## config.mk

```make
export PLATFORM = sky130hd
export DESIGN_NAME = keyword_operator_tokenizer_core
export DESIGN_NICKNAME = d
export VERILOG_FILES = /design/src/hdl/kot_pkg.sv /design/src/hdl/kot_front.sv /design/src/hdl/kot_back.sv /design/src/hdl/keyword_operator_tokenizer_core.sv
export SDC_FILE = /design/constraint.sdc
export NUM_CORES = 1
export LEC_CHECK = 0
export BUFFER_PORTS_ARGS = -buffer_cell sky130_fd_sc_hd__buf_4
export CAP_MARGIN = 20
export CORE_MARGIN = 4
export CORE_UTILIZATION = 45
export DETAILED_ROUTE_END_ITERATION = 10
export PLACE_DENSITY = 0.67
export SLEW_MARGIN = 20
export SYNTH_ARGS = -nofsm -noshare
export SYNTH_HDL_FRONTEND = slang
export SYNTH_SLANG_ARGS = --single-unit
```

## constraint.sdc

```tcl
create_clock -name clk -period 4.05 [get_ports clk]
set_input_delay 0.81 -clock clk [delete_from_list [all_inputs] [get_ports clk]]
set_output_delay 0.81 -clock clk [all_outputs]
set_load 0.05 [all_outputs]
```

## src/hdl/kot_pkg.sv

```systemverilog
// Package for the keyword/operator tokenizer: token codes, state enums,
// queue entry type and character classification functions. No dependencies.
package kot_pkg;

    // token kinds
    localparam logic [5:0] KIND_EOF     = 6'd0;
    localparam logic [5:0] KIND_IDENT   = 6'd1;
    localparam logic [5:0] KIND_KW_BASE = 6'd2;
    localparam logic [5:0] KIND_MINUS   = 6'd16;
    localparam logic [5:0] KIND_PLUS    = 6'd17;
    localparam logic [5:0] KIND_STAR    = 6'd18;
    localparam logic [5:0] KIND_SLASH   = 6'd19;
    localparam logic [5:0] KIND_LPAREN  = 6'd20;
    localparam logic [5:0] KIND_RPAREN  = 6'd21;
    localparam logic [5:0] KIND_LBRACE  = 6'd22;
    localparam logic [5:0] KIND_RBRACE  = 6'd23;
    localparam logic [5:0] KIND_SEMI    = 6'd24;
    localparam logic [5:0] KIND_COMMA   = 6'd25;
    localparam logic [5:0] KIND_ASSIGN  = 6'd26;
    localparam logic [5:0] KIND_NONE    = 6'd63;

    // pending operator codes
    typedef enum logic [2:0] {
        PEND_NONE = 3'd0,
        PEND_BANG = 3'd1,
        PEND_LT   = 3'd2,
        PEND_GT   = 3'd3,
        PEND_AMP  = 3'd4,
        PEND_BAR  = 3'd5
    } pend_t;

    // back end states
    typedef enum logic [1:0] {
        BE_IDLE,
        BE_PEND,
        BE_WORD,
        BE_TAIL
    } be_state_t;

    // command from front to back
    typedef struct packed {
        logic [7:0] ch;       // raw byte
        logic       is_word;  // word character
        pend_t      pend;     // starts a pending operator
        logic [5:0] single;   // single operator kind or KIND_NONE
    } cmd_t;

    function automatic logic is_word_char(input logic [7:0] c);
        return (c >= 8'h61 && c <= 8'h7a) || (c >= 8'h41 && c <= 8'h5a) ||
               (c >= 8'h30 && c <= 8'h39) || (c == 8'h5f);
    endfunction

    function automatic logic [5:0] single_kind(input logic [7:0] c);
        logic [5:0] k;
        k = KIND_NONE;
        case (c)
            8'h2d:   k = KIND_MINUS;
            8'h2b:   k = KIND_PLUS;
            8'h2a:   k = KIND_STAR;
            8'h2f:   k = KIND_SLASH;
            8'h28:   k = KIND_LPAREN;
            8'h29:   k = KIND_RPAREN;
            8'h7b:   k = KIND_LBRACE;
            8'h7d:   k = KIND_RBRACE;
            8'h3b:   k = KIND_SEMI;
            8'h2c:   k = KIND_COMMA;
            8'h3d:   k = KIND_ASSIGN;
            default: k = KIND_NONE;
        endcase
        return k;
    endfunction

    function automatic pend_t pend_code(input logic [7:0] c);
        pend_t p;
        p = PEND_NONE;
        case (c)
            8'h21:   p = PEND_BANG;
            8'h3c:   p = PEND_LT;
            8'h3e:   p = PEND_GT;
            8'h26:   p = PEND_AMP;
            8'h7c:   p = PEND_BAR;
            default: p = PEND_NONE;
        endcase
        return p;
    endfunction

    function automatic logic [5:0] pend_kind(input pend_t p);
        logic [5:0] k;
        k = KIND_NONE;
        case (p)
            PEND_BANG: k = 6'd27;
            PEND_LT:   k = 6'd29;
            PEND_GT:   k = 6'd31;
            PEND_AMP:  k = 6'd33;
            PEND_BAR:  k = 6'd35;
            default:   k = KIND_NONE;
        endcase
        return k;
    endfunction

    function automatic logic [7:0] pend_join(input pend_t p);
        logic [7:0] j;
        j = 8'h00;
        case (p)
            PEND_BANG, PEND_LT, PEND_GT: j = 8'h3d;
            PEND_AMP:  j = 8'h26;
            PEND_BAR:  j = 8'h7c;
            default:   j = 8'h00;
        endcase
        return j;
    endfunction

    // keyword match: up to the first six characters of a word and its length;
    // returns the keyword kind or KIND_NONE
    function automatic logic [5:0] kw_match(input logic [47:0] w, input logic [2:0] len);
        logic [5:0] k;
        k = KIND_NONE;
        case (len)
            3'd2:
            begin
                if (w[15:0] == {8'h66, 8'h69}) k = 6'd2;       // if
                if (w[15:0] == {8'h30, 8'h55}) k = 6'd14;      // U0
            end
            3'd3:
            begin
                if (w[23:0] == {8'h72, 8'h6f, 8'h66}) k = 6'd5;   // for
                if (w[23:0] == {8'h32, 8'h33, 8'h55}) k = 6'd8;   // U32
                if (w[23:0] == {8'h34, 8'h36, 8'h55}) k = 6'd9;   // U64
                if (w[23:0] == {8'h32, 8'h33, 8'h49}) k = 6'd10;  // I32
                if (w[23:0] == {8'h34, 8'h36, 8'h49}) k = 6'd11;  // I64
                if (w[23:0] == {8'h32, 8'h33, 8'h46}) k = 6'd12;  // F32
                if (w[23:0] == {8'h34, 8'h36, 8'h46}) k = 6'd13;  // F64
            end
            3'd4:
            begin
                if (w[31:0] == {8'h65, 8'h73, 8'h6c, 8'h65}) k = 6'd3;  // else
                if (w[31:0] == {8'h6c, 8'h6f, 8'h6f, 8'h62}) k = 6'd7;  // bool
                if (w[31:0] == {8'h65, 8'h74, 8'h79, 8'h42}) k = 6'd15; // Byte
            end
            3'd5:
            begin
                if (w[39:0] == {8'h65, 8'h6c, 8'h69, 8'h68, 8'h77}) k = 6'd4; // while
            end
            3'd6:
            begin
                if (w == {8'h6e, 8'h72, 8'h75, 8'h74, 8'h65, 8'h72}) k = 6'd6; // return
            end
            default: k = KIND_NONE;
        endcase
        return k;
    endfunction

endpackage

```

## src/hdl/kot_front.sv

```systemverilog
// Front end of the tokenizer: accepts source bytes, classifies them and
// pushes commands into a two-entry queue. Depends on kot_pkg.
module kot_front (
    input  logic          clk,
    input  logic          rst_n,
    input  logic          in_valid,
    output logic          in_ready,
    input  logic [7:0]    char_byte,
    output logic          cmd_valid,
    input  logic          cmd_ready,
    output kot_pkg::cmd_t cmd
);
    import kot_pkg::*;

    cmd_t       q_reg [2];
    logic       wr_ptr_reg, wr_ptr_next;
    logic       rd_ptr_reg, rd_ptr_next;
    logic [1:0] cnt_reg, cnt_next;
    cmd_t       new_cmd;
    logic       push, pop;

    // classify the incoming byte
    always_comb
    begin
        new_cmd.ch      = char_byte;
        new_cmd.is_word = is_word_char(char_byte);
        new_cmd.pend    = pend_code(char_byte);
        new_cmd.single  = single_kind(char_byte);
    end

    assign in_ready  = (cnt_reg != 2'd2);
    assign push      = in_valid && in_ready;
    assign cmd_valid = (cnt_reg != 2'd0);
    assign pop       = cmd_valid && cmd_ready;
    assign cmd       = q_reg[rd_ptr_reg];

    always_comb
    begin
        wr_ptr_next = wr_ptr_reg ^ push;
        rd_ptr_next = rd_ptr_reg ^ pop;
        cnt_next    = cnt_reg + {1'b0, push} - {1'b0, pop};
    end

    // hold queue pointers and count
    always_ff @(posedge clk or negedge rst_n)
    begin
        if (!rst_n)
        begin
            wr_ptr_reg <= 1'b0;
            rd_ptr_reg <= 1'b0;
            cnt_reg    <= 2'd0;
        end
        else
        begin
            wr_ptr_reg <= wr_ptr_next;
            rd_ptr_reg <= rd_ptr_next;
            cnt_reg    <= cnt_next;
        end
    end

    // store commands
    always_ff @(posedge clk)
    begin
        if (push)
        begin
            q_reg[wr_ptr_reg] <= new_cmd;
        end
    end

`ifndef SYNTH
    a_no_overflow: assert property (@(posedge clk) disable iff (!rst_n)
        (cnt_reg == 2'd2) |-> !push) else $error("queue overflow");
    a_no_underflow: assert property (@(posedge clk) disable iff (!rst_n)
        (cnt_reg == 2'd0) |-> !pop) else $error("queue underflow");
    a_cnt_range: assert property (@(posedge clk) disable iff (!rst_n)
        cnt_reg != 2'd3) else $error("queue count out of range");
`endif

endmodule

```

## src/hdl/kot_back.sv

```systemverilog
// Back end of the tokenizer: word buffer memory, pending operator, keyword
// match and result emission through an output register. Depends on kot_pkg.
module kot_back #(
    parameter int MAX_WORD = 32
) (
    input  logic          clk,
    input  logic          rst_n,
    input  logic          cmd_valid,
    output logic          cmd_ready,
    input  kot_pkg::cmd_t cmd,
    output logic          out_valid,
    input  logic          out_ready,
    output logic [5:0]    token_kind,
    output logic [7:0]    text_char,
    output logic          token_end,
    output logic          last
);
    import kot_pkg::*;

    localparam int AW = $clog2(MAX_WORD);
    localparam int LW = $clog2(MAX_WORD + 1);

    logic [7:0]    mem [MAX_WORD];
    logic [7:0]    rd_data_reg;
    logic [AW-1:0] rd_addr;
    logic          rd_en;

    be_state_t     state_reg, state_next;
    pend_t         pend_reg, pend_next;
    logic [LW-1:0] len_reg, len_next;
    logic [LW-1:0] idx_reg, idx_next;
    logic [47:0]   head_reg, head_next;
    cmd_t          cur_reg, cur_next;   // byte being carried out

    logic          ov_reg, ov_next;
    logic [5:0]    ok_reg, ok_next;
    logic [7:0]    oc_reg, oc_next;
    logic          oe_reg, oe_next;
    logic          ol_reg, ol_next;

    logic          wr_en;
    logic [AW-1:0] wr_addr;
    logic          out_free;
    logic          take;
    logic [5:0]    kw;
    logic          full;

    assign out_free  = !ov_reg || out_ready;
    assign kw        = (len_reg <= LW'(6)) ? kw_match(head_reg, len_reg[2:0]) : KIND_NONE;
    assign full      = (len_reg == LW'(MAX_WORD));
    assign cmd_ready = (state_reg == BE_IDLE) && out_free;
    assign take      = cmd_valid && cmd_ready;

    // next state
    always_comb
    begin
        state_next = state_reg;
        case (state_reg)
            BE_IDLE:
                if (take)
                begin
                    if (pend_reg != PEND_NONE)
                        state_next = BE_PEND;
                    else if (cmd.is_word && !full)
                        state_next = BE_IDLE;
                    else if (len_reg != '0)
                        state_next = BE_WORD;
                    else if (cmd.is_word)
                        state_next = BE_IDLE;
                    else
                        state_next = BE_TAIL;
                end
            BE_PEND:
                if (out_free)
                begin
                    if (cur_reg.ch == pend_join(pend_reg))
                        state_next = BE_IDLE;
                    else if (len_reg != '0 && (!cur_reg.is_word || full))
                        state_next = BE_WORD;
                    else if (cur_reg.is_word)
                        state_next = BE_IDLE;
                    else
                        state_next = BE_TAIL;
                end
            BE_WORD:
                if (out_free && (kw != KIND_NONE || idx_reg == len_reg))
                    state_next = cur_reg.is_word ? BE_IDLE : BE_TAIL;
            BE_TAIL:
                if (out_free)
                    state_next = BE_IDLE;
            default: state_next = BE_IDLE;
        endcase
    end

    // datapath and outputs
    always_comb
    begin
        pend_next = pend_reg;
        len_next  = len_reg;
        idx_next  = idx_reg;
        head_next = head_reg;
        cur_next  = cur_reg;
        ov_next   = ov_reg && !out_ready;
        ok_next   = ok_reg;
        oc_next   = oc_reg;
        oe_next   = oe_reg;
        ol_next   = ol_reg;
        wr_en     = 1'b0;
        wr_addr   = len_reg[AW-1:0];
        rd_en     = 1'b0;
        rd_addr   = '0;
        case (state_reg)
            BE_IDLE:
                if (take)
                begin
                    cur_next = cmd;
                    idx_next = '0;
                    rd_en    = 1'b1;
                    if (pend_reg == PEND_NONE && cmd.is_word && !full)
                    begin
                        wr_en    = 1'b1;
                        len_next = len_reg + LW'(1);
                        if (len_reg < LW'(6))
                            head_next[len_reg[2:0]*8 +: 8] = cmd.ch;
                    end
                end
            BE_PEND:
                if (out_free)
                begin
                    ov_next   = 1'b1;
                    oc_next   = 8'h00;
                    oe_next   = 1'b1;
                    pend_next = PEND_NONE;
                    rd_en     = 1'b1;
                    if (cur_reg.ch == pend_join(pend_reg))
                    begin
                        ok_next = pend_kind(pend_reg) + 6'd1;
                        ol_next = 1'b1;
                    end
                    else
                    begin
                        ok_next = pend_kind(pend_reg);
                        if (len_reg != '0 && (!cur_reg.is_word || full))
                            ol_next = 1'b0;
                        else if (cur_reg.is_word)
                        begin
                            ol_next  = 1'b1;
                            wr_en    = 1'b1;
                            len_next = len_reg + LW'(1);
                            if (len_reg < LW'(6))
                                head_next[len_reg[2:0]*8 +: 8] = cur_reg.ch;
                        end
                        else
                            ol_next = (cur_reg.ch != 8'h00) && (cur_reg.single == KIND_NONE);
                    end
                end
            BE_WORD:
                if (out_free)
                begin
                    ov_next = 1'b1;
                    if (kw != KIND_NONE || idx_reg == len_reg)
                    begin
                        // word done: keyword, or identifier tail already shown
                        idx_next = '0;
                        if (kw != KIND_NONE)
                        begin
                            ok_next = kw;
                            oc_next = 8'h00;
                            oe_next = 1'b1;
                        end
                        else
                            ov_next = ov_reg && !out_ready;
                        if (cur_reg.is_word)
                        begin
                            // full buffer: start the new word
                            wr_en     = 1'b1;
                            wr_addr   = '0;
                            len_next  = LW'(1);
                            head_next = {40'h0, cur_reg.ch};
                            if (kw != KIND_NONE)
                                ol_next = 1'b1;
                        end
                        else
                        begin
                            len_next = '0;
                            if (kw != KIND_NONE)
                                ol_next = (cur_reg.ch != 8'h00)
                                          && (cur_reg.single == KIND_NONE);
                        end
                    end
                    else
                    begin
                        // emit one identifier character
                        ok_next  = KIND_IDENT;
                        oc_next  = rd_data_reg;
                        oe_next  = (idx_reg + LW'(1) == len_reg);
                        ol_next  = oe_next && (cur_reg.is_word ||
                                   ((cur_reg.ch != 8'h00) && (cur_reg.single == KIND_NONE)));
                        idx_next = idx_reg + LW'(1);
                        rd_en    = 1'b1;
                        rd_addr  = idx_next[AW-1:0];
                    end
                end
            BE_TAIL:
                if (out_free)
                begin
                    if (cur_reg.ch == 8'h00)
                    begin
                        ov_next = 1'b1;
                        ok_next = KIND_EOF;
                        oc_next = 8'h00;
                        oe_next = 1'b1;
                        ol_next = 1'b1;
                    end
                    else if (cur_reg.pend != PEND_NONE)
                        pend_next = cur_reg.pend;
                    else if (cur_reg.single != KIND_NONE)
                    begin
                        ov_next = 1'b1;
                        ok_next = cur_reg.single;
                        oc_next = 8'h00;
                        oe_next = 1'b1;
                        ol_next = 1'b1;
                    end
                end
            default: ;
        endcase
    end

    // word buffer memory
    always_ff @(posedge clk)
    begin
        if (wr_en)
            mem[wr_addr] <= (state_reg == BE_IDLE) ? cmd.ch : cur_reg.ch;
        if (rd_en)
            rd_data_reg <= mem[rd_addr];
    end

    // control registers
    always_ff @(posedge clk or negedge rst_n)
    begin
        if (!rst_n)
        begin
            state_reg <= BE_IDLE;
            pend_reg  <= PEND_NONE;
            len_reg   <= '0;
            idx_reg   <= '0;
            ov_reg    <= 1'b0;
        end
        else
        begin
            state_reg <= state_next;
            pend_reg  <= pend_next;
            len_reg   <= len_next;
            idx_reg   <= idx_next;
            ov_reg    <= ov_next;
        end
    end

    // payload registers
    always_ff @(posedge clk)
    begin
        head_reg <= head_next;
        cur_reg  <= cur_next;
        ok_reg   <= ok_next;
        oc_reg   <= oc_next;
        oe_reg   <= oe_next;
        ol_reg   <= ol_next;
    end

    assign out_valid  = ov_reg;
    assign token_kind = ok_reg;
    assign text_char  = oc_reg;
    assign token_end  = oe_reg;
    assign last       = ol_reg;

`ifndef SYNTH
    a_len_range: assert property (@(posedge clk) disable iff (!rst_n)
        len_reg <= LW'(MAX_WORD)) else $error("word length overflow");
    a_pend_no_word: assert property (@(posedge clk) disable iff (!rst_n)
        (state_reg == BE_IDLE && pend_reg != PEND_NONE) |-> len_reg == '0)
        else $error("pending operator with buffered word");
    a_idx_range: assert property (@(posedge clk) disable iff (!rst_n)
        idx_reg <= len_reg) else $error("read index beyond word");
`endif

endmodule

```

## src/hdl/keyword_operator_tokenizer_core.sv

```systemverilog
// Keyword/operator tokenizer top level: front classifier, queue, back end.
// Bytes pass the queue and the back end state; results leave through the output register.
// Word characters keep the back end idle; other bytes, a pending operator
// or a flushed keyword or identifier keep it busy while the two-entry queue fills.
// Reset: asynchronous active low; clears queue, word length, pending operator.
// Depends on kot_pkg, kot_front, kot_back.
module keyword_operator_tokenizer_core #(
    parameter int MAX_WORD = 32
) (
    input  logic       clk,
    input  logic       rst_n,
    input  logic       in_valid,
    output logic       in_ready,
    input  logic [7:0] char_byte,
    output logic       out_valid,
    input  logic       out_ready,
    output logic [5:0] token_kind,
    output logic [7:0] text_char,
    output logic       token_end,
    output logic       last
);
    import kot_pkg::*;

    cmd_t cmd;
    logic cmd_valid;
    logic cmd_ready;

    // classify and queue
    kot_front u_front (
        .clk       (clk),
        .rst_n     (rst_n),
        .in_valid  (in_valid),
        .in_ready  (in_ready),
        .char_byte (char_byte),
        .cmd_valid (cmd_valid),
        .cmd_ready (cmd_ready),
        .cmd       (cmd)
    );

    // carry out and emit
    kot_back #(
        .MAX_WORD (MAX_WORD)
    ) u_back (
        .clk        (clk),
        .rst_n      (rst_n),
        .cmd_valid  (cmd_valid),
        .cmd_ready  (cmd_ready),
        .cmd        (cmd),
        .out_valid  (out_valid),
        .out_ready  (out_ready),
        .token_kind (token_kind),
        .text_char  (text_char),
        .token_end  (token_end),
        .last       (last)
    );

endmodule
```

==> impl_metrics.json, run 1 <==
{
  "final.period_utilization": 0.9756,
  "area_delta_synth_final_pct": 16.29,
  "area_of_the_die_um2": 44450,
  "drive_above_1_share": 0.1587,
  "core_area_um2": 40740,
  "grt_util_all_layers": 0.2218,
  "detailroute.via_count": 13220,
  "path_common_cell": "sky130_fd_sc_hd__buf_4",
  "cts_root_buf": "sky130_fd_sc_hd__clkbuf_16",
  "die-width_um": 210.8,
  "worst_skew_pair.late_latency_ps": 560,
  "drtPass1Iterations": 8,
  "synth.ff_latch_count": 401,
  "totalPowerFinal_uw": 17150,
  "tritoncts": "done",
  "tritoncts_num_sinks": 401,
  "yosysWarningCount": 0,
  "worst_path_dominant_cell_family": "simple AND/OR/NAND/NOR gates",
  "rows": 74,
  "drtIter0Drc": 1514,
  "synth_fp_nets": 1519,
  "critical_path.max_fanout": 9,
  "worst_ir_drop_vdd_mv": 0.5711,
  "nets": 1603,
  "hold_viol_final": 0,
  "final.setup_skew_ps": 18.15,
  "layout.cells.most_common": "sky130_fd_sc_hd__edfxtp_1",
  "setup.worst_path.start_class": "flop",
  "postCtsHoldBufs": 0,
  "portBuffers": 29,
  "power_leakage_uw": 0.007393,
  "post_synth_instance_area_um2": 18520,
  "arrival_ps": 4230,
  "placed_cells_incl_taps": 2061,
  "synth-main-ff-cell": "sky130_fd_sc_hd__edfxtp_1",
  "final_core_util": 0.5285,
  "async_flop_share": 0.05486,
  "synth_cell_types": 73,
  "initial_utilization": 0.4545,
  "worst_pin_slew_ps": 946.7,
  "hold_class": "input port to asynchronous set/reset pin",
  "period_minus_slack_ps": 3951,
  "report.final.setup_viol": 0,
  "synthesis.instances": 1489,
  "post_drt_wl_per_cell_um": 23.54,
  "drt-total-wl_mm": 50.36,
  "place_congestion": 0.9446,
  "slew_violations": 0,
  "antenna_left": 0,
  "worstPathCellList": "or3b_1 -> or4_1 -> o41a_1 -> o21ai_2 -> and4_4 -> nor3_2 -> a2111o_1 -> a21o_4 -> buf_4 -> nor4_1 -> buf_4",
  "layout.cell_area.non_filler_um2": 21530,
  "maxClockFrequency_ghz": 0.2531,
  "crit_type": "flop to flop",
  "timing.critical_path.to_type": "flop",
  "global_route_wire_length_before_repair_mm": 76.07,
  "cts-buffers-inserted": 42,
  "cts.clk_slew.worst_paths_ps": 60,
  "drcViolationCount": 0,
  "grt_antenna_before_repair": 0,
  "grt_max_degree": 49,
  "cts_htree_levels": 2,
  "slew_headroom": 0.3508,
  "rsz_0062_raised_after_global_routing": "false",
  "layout_common_cells": "379 x sky130_fd_sc_hd__edfxtp_1, 130 x sky130_fd_sc_hd__buf_4, 119 x sky130_fd_sc_hd__nand2_1, 99 x sky130_fd_sc_hd__o21ai_0, 81 x sky130_fd_sc_hd__nor2_1",
  "place_area_um2": 19930,
  "n_antenna_cell": 0,
  "die_height_um": 210.8,
  "post_synth.cell_area_avg_um2": 12.43,
  "grt_overflow": 0,
  "worstPathRequired_ps": 4330,
  "critPathBufInv": 2,
  "crit_slowest_cell": "sky130_fd_sc_hd__or4_1",
  "cts_buffer_depth": 3,
  "total_power_divided_by_cell_area_nw_per_um2": 796.6,
  "maxCapViolations": 0,
  "final-instance-count-excl-fill": 2139,
  "place_hpwl_mm": 32.95,
  "io-pin-count": 30,
  "grt_pass1_vias": 12800,
  "route.detailed.vias_per_inst": 6.179,
  "crit_path_max_incr_delay_ps": 540,
  "result_of_the_run": "complete, no violations",
  "synth_enable_flop_cells": 379,
  "synth_sequential_area_ratio": 0.6444
}
## timing repair
item,4_1_cts,5_1_grt
pin swaps,0,0
hold endpoints to repair,0,0
buffers inserted,0,0
setup endpoints to repair,8,227
resized for setup,2,16
## routing by layer
metal	share of wire	global-route usage
met1	0.41	0.3067
met2	0.46	0.3513
met3	0.093	0.04812
met4	0.034	0.07668
met5	0	0
## worst register-to-register path: cells and delay by family (launching register included)
kind	cells	cell delay, ps
compound gates	4	1230
flops	1	400
simple gates	5	1610
buf+inv	2	450
## cell usage after synthesis, types with 6 or more instances
cell type / count / area [um^2]
sky130_fd_sc_hd__nand2b_1: 11 / 68.82
sky130_fd_sc_hd__or3_1: 10 / 62.56
sky130_fd_sc_hd__a22o_1: 18 / 157.7
sky130_fd_sc_hd__nor2b_1: 7 / 43.79
sky130_fd_sc_hd__a211oi_1: 7 / 52.55
sky130_fd_sc_hd__a21oi_1: 80 / 400.4
sky130_fd_sc_hd__and2_1: 16 / 100.1
sky130_fd_sc_hd__nor3b_1: 8 / 60.06
sky130_fd_sc_hd__mux2_2: 11 / 123.9
sky130_fd_sc_hd__inv_1: 55 / 206.5
sky130_fd_sc_hd__nand3_1: 42 / 210.2
sky130_fd_sc_hd__xnor2_1: 15 / 131.4
sky130_fd_sc_hd__a22oi_1: 27 / 202.7
sky130_fd_sc_hd__dfrtp_1: 22 / 550.5
sky130_fd_sc_hd__ha_1: 18 / 225.2
sky130_fd_sc_hd__nand4_1: 21 / 131.4
sky130_fd_sc_hd__a21o_1: 8 / 60.06
sky130_fd_sc_hd__nor4bb_1: 6 / 60.06
sky130_fd_sc_hd__mux2i_1: 57 / 570.6
sky130_fd_sc_hd__nor3_1: 30 / 150.1
sky130_fd_sc_hd__nor2_1: 81 / 304.0
sky130_fd_sc_hd__nor4_1: 49 / 306.5
sky130_fd_sc_hd__clkbuf_1: 80 / 300.3
sky130_fd_sc_hd__o211ai_1: 27 / 202.7
sky130_fd_sc_hd__edfxtp_1: 379 / 11380
sky130_fd_sc_hd__nor4b_1: 9 / 78.83
sky130_fd_sc_hd__a221o_1: 7 / 70.07
sky130_fd_sc_hd__o22ai_1: 19 / 118.9
sky130_fd_sc_hd__o22a_1: 8 / 70.07
sky130_fd_sc_hd__xor2_1: 8 / 70.07
sky130_fd_sc_hd__nand2_1: 119 / 446.7
sky130_fd_sc_hd__o21ai_0: 99 / 495.5
sky130_fd_sc_hd__and3_1: 9 / 56.30
sky130_fd_sc_hd__a31oi_1: 6 / 37.54
sky130_fd_sc_hd__o32ai_1: 16 / 140.1
sky130_fd_sc_hd__a221oi_1: 29 / 254.0
## logic make-up (layout without fill, tap and decap cells)
logic type	Yosys count	count (layout)	share of synthesized area
xor gates and xnor gates	23	23	0.01088
and+or+nand+nor	450	450	0.1276
adders and majority gates	18	18	0.01216
AOI/OAI and AO/OA	377	377	0.1349
buffers and inverters	152	270	0.03257
muxes	68	68	0.03751
DFF	401	401	0.6444
## where the power goes
part | internal (uW) | switching [uW]
Clock | 2470 | 1610
Sequential | 6080 | 521
Combinational | 1850 | 4610
## path summary, 6_finish.rpt
path,startpoint,endpoint,slack [ps],cells past startpoint
min,rst_n,u_back.state_reg[1],130,1
min reg2reg,u_front.cnt_reg[1],u_front.cnt_reg[1],510,1
min in group clk,char_byte[7],u_front.q_reg[0][17],470,1
max reg2reg,flop,u_back.mem[15][0],100,11
max in group asynchronous,rst_n,u_back.pend_reg[1],3670,1
max,flop,u_back.mem[15][0],100,11
## through the flow
stage	setup WS (ps)	setup TNS [ps]	hold slack, ps
floorplan	-186.3	-33550	467.6
global placement	35.58	0	489.5
detailed placement	-17.25	-137.0	500.8
CTS	29.54	0	113.1
global route	2.788	0	132.1
finish	98.65	0	133.6
## layout make-up
| type | count | area (um^2) |
|---|---|---|
| multi-input cells | 936 | 6207 |
| repair buffers | 134 | 1030 |
| clock buffers | 47 | 1091 |
| fillers | 3424 | 19210 |
| flip-flops and latches | 401 | 11930 |
| inverters | 58 | 217.7 |
| clock inverters | 31 | 387.9 |
| well taps | 532 | 665.6 |
(Power assumes the default switching activity.)
==> run 2, diff against run 1 <==
- PLACE_DENSITY: 0.67 -> 0.64
- SKIP_LAST_GASP: not set -> 1
- clock period: 4.05 -> 3.8 ns (I/O delays scaled with it)
==> run 2 against run 1 <==
Final cell count rose by 1.1%. Routed wire length rose by 5.4%. Hold slack got worse by 49 ps. Clock power fell by 3%. Design area rose by 1.4%. Via count rose by 3.3%. Worst setup slack got worse by 38 ps. Die area did not move. Register-to-register slack got worse by 40 ps. Utilization rose by 0.73 points. Combinational power rose by 12%.
==> impl_metrics.json, run 2 (synthesis gave the netlist of run 1 again) <==
{
  "result_of_the_run": "complete, no violations",
  "crit_slowest_cell": "sky130_fd_sc_hd__or4_4",
  "crit_type": "flop to flop",
  "tritoncts": "done",
  "io-pin-count": 30,
  "portBuffers": 29,
  "nets": 1631,
  "pre_cts_ws_ps": -274.1,
  "worstPathCellList": "or3b_4 -> or4_4 -> o41a_1 -> o21ai_2 -> and4_4 -> buf_8 -> nor4_2 -> a22oi_1 -> nand4_1 -> nor4_2",
  "drtPass1Iterations": 6,
  "worst_ir_drop_vdd_mv": 0.4709,
  "grt_overflow": 0,
  "grt_antenna_before_repair": 0,
  "report.final.setup_viol": 0,
  "worst_path_dominant_cell_family": "simple AND/OR/NAND/NOR gates",
  "layout_common_cells": "379 x sky130_fd_sc_hd__edfxtp_1, 152 x sky130_fd_sc_hd__buf_4, 119 x sky130_fd_sc_hd__nand2_1, 99 x sky130_fd_sc_hd__o21ai_0, 81 x sky130_fd_sc_hd__nor2_1",
  "global_route_wire_length_before_repair_mm": 79.43,
  "initial_utilization": 0.4545,
  "grt_util_all_layers": 0.2325,
  "total_power_divided_by_cell_area_nw_per_um2": 838.3,
  "seqCellArea_um2": 11930,
  "multiInputGateArea_um2": 6404,
  "core_area_um2": 40740,
  "maxCapViolations": 0,
  "cts_htree_levels": 2,
  "path_common_cell": "sky130_fd_sc_hd__nor4_2",
  "slew_violations": 0,
  "rows": 74,
  "final.setup_skew_ps": 21.49,
  "drive_above_1_share": 0.1772,
  "die_height_um": 210.8,
  "postCtsHoldBufs": 0,
  "timing.critical_path.to_type": "flop",
  "cts_buffer_depth": 3,
  "final.setup.worst_slack_ps": 60.92,
  "detailroute.via_count": 13660,
  "worstPathRequired_ps": 4150,
  "critical_path.max_fanout": 40,
  "place_congestion": 0.9462,
  "tritoncts_num_sinks": 401,
  "worst_pin_slew_ps": 1119,
  "hold_class": "input port to asynchronous set/reset pin",
  "crit_path_max_incr_delay_ps": 530,
  "cts_root_buf": "sky130_fd_sc_hd__clkbuf_16",
  "final.period_utilization": 0.9840,
  "place_hpwl_mm": 34.36,
  "fillers": 3419,
  "n_antenna_cell": 0,
  "area_delta_synth_final_pct": 17.89,
  "layout.cells.most_common": "sky130_fd_sc_hd__edfxtp_1",
  "hold-worst-slack_ps": 84.15,
  "worst_skew_pair.late_latency_ps": 570,
  "drcViolationCount": 0,
  "setup.worst_path.start_class": "flop",
  "post_drt_wl_per_cell_um": 24.53,
  "power_leakage_uw": 0.007507,
  "arrival_ps": 4090,
  "slew_headroom": 0.2538,
  "area_of_the_die_um2": 44450,
  "maxClockFrequency_ghz": 0.2674,
  "grt_max_degree": 42,
  "critPathBufInv": 1,
  "hold_viol_final": 0,
  "cts-buffers-inserted": 42,
  "route.detailed.vias_per_inst": 6.313,
  "die-width_um": 210.8,
  "drt-total-wl_mm": 53.07,
  "grt_pass1_vias": 12960,
  "antenna_left": 0,
  "cts.clk_slew.worst_paths_ps": 60,
  "tns_ps": 0,
  "drtIter0Drc": 1732,
  "period_minus_slack_ps": 3739
}
[run 2: worst paths after layout]
| path | from | to | slack (ps) | cells after the start |
|---|---|---|---|---|
| max | flop | u_back.rd_data_reg[1] | 60 | 10 |
| min | rst_n | u_front.wr_ptr_reg | 80 | 1 |
| max reg2reg | flop | u_back.rd_data_reg[1] | 60 | 10 |
| min reg2reg | u_front.cnt_reg[1] | u_front.cnt_reg[1] | 510 | 1 |
| max in group asynchronous | rst_n | u_back.len_reg[4] | 3470 | 1 |
| min in group clk | char_byte[5] | u_front.q_reg[1][15] | 420 | 1 |
[run 2: worst reg2reg max path, delay by kind of cell (launching register included)]
kind,cells,cell delay [ps]
AOI/OAI and AO/OA,3,850
buffers and inverters,1,250
DFF,1,380
and+or+nand+nor,6,2040
[run 2: timing repair]
item,in CTS,in global routing
resized for setup,21,22
pin swaps,2,5
setup endpoints to repair,264,263
gates cloned,0,1
buffers inserted,1,3
[run 2: where the power goes]
group | internal [uW] | switching, uW | leakage, uW
registers | 6490 | 615 | 0.00372
logic | 2200 | 5050 | 0.00316
clock network | 2270 | 1670 | 0.000627
total | 11000 | 7340 | 0.00751
[run 2: per-stage QoR]
step	instance area [um^2]	util	power (uW)	instances
detailed placement	20210	0.4960	14020	2084
global placement	20200	0.4958	13940	2084
finish	21830	0.5358	18300	2163
global route	21830	0.5358	19010	2163
floorplan	18590	-	11020	1489
CTS	21620	0.5307	18030	2159
[run 2: layout make-up]
class	count	share of cell area
Multi-Input combinational cell	936	0.2934
Clock buffer	53	0.05101
Inverter	58	0.009974
Timing Repair Buffer	162	0.06064
Clock inverter	21	0.007910
Tap cell	532	0.03049
Sequential cell	401	0.5466
[run 2: metal layers]
layer | track usage | up-vias | wire, um
met1 | 0.3300 | 6764 | 22030
li1 | - | 6029 | -
met5 | 0 | - | 0
met2 | 0.3729 | 724 | 24980
met3 | 0.03668 | 139 | 4317
met4 | 0.07221 | 0 | 1737
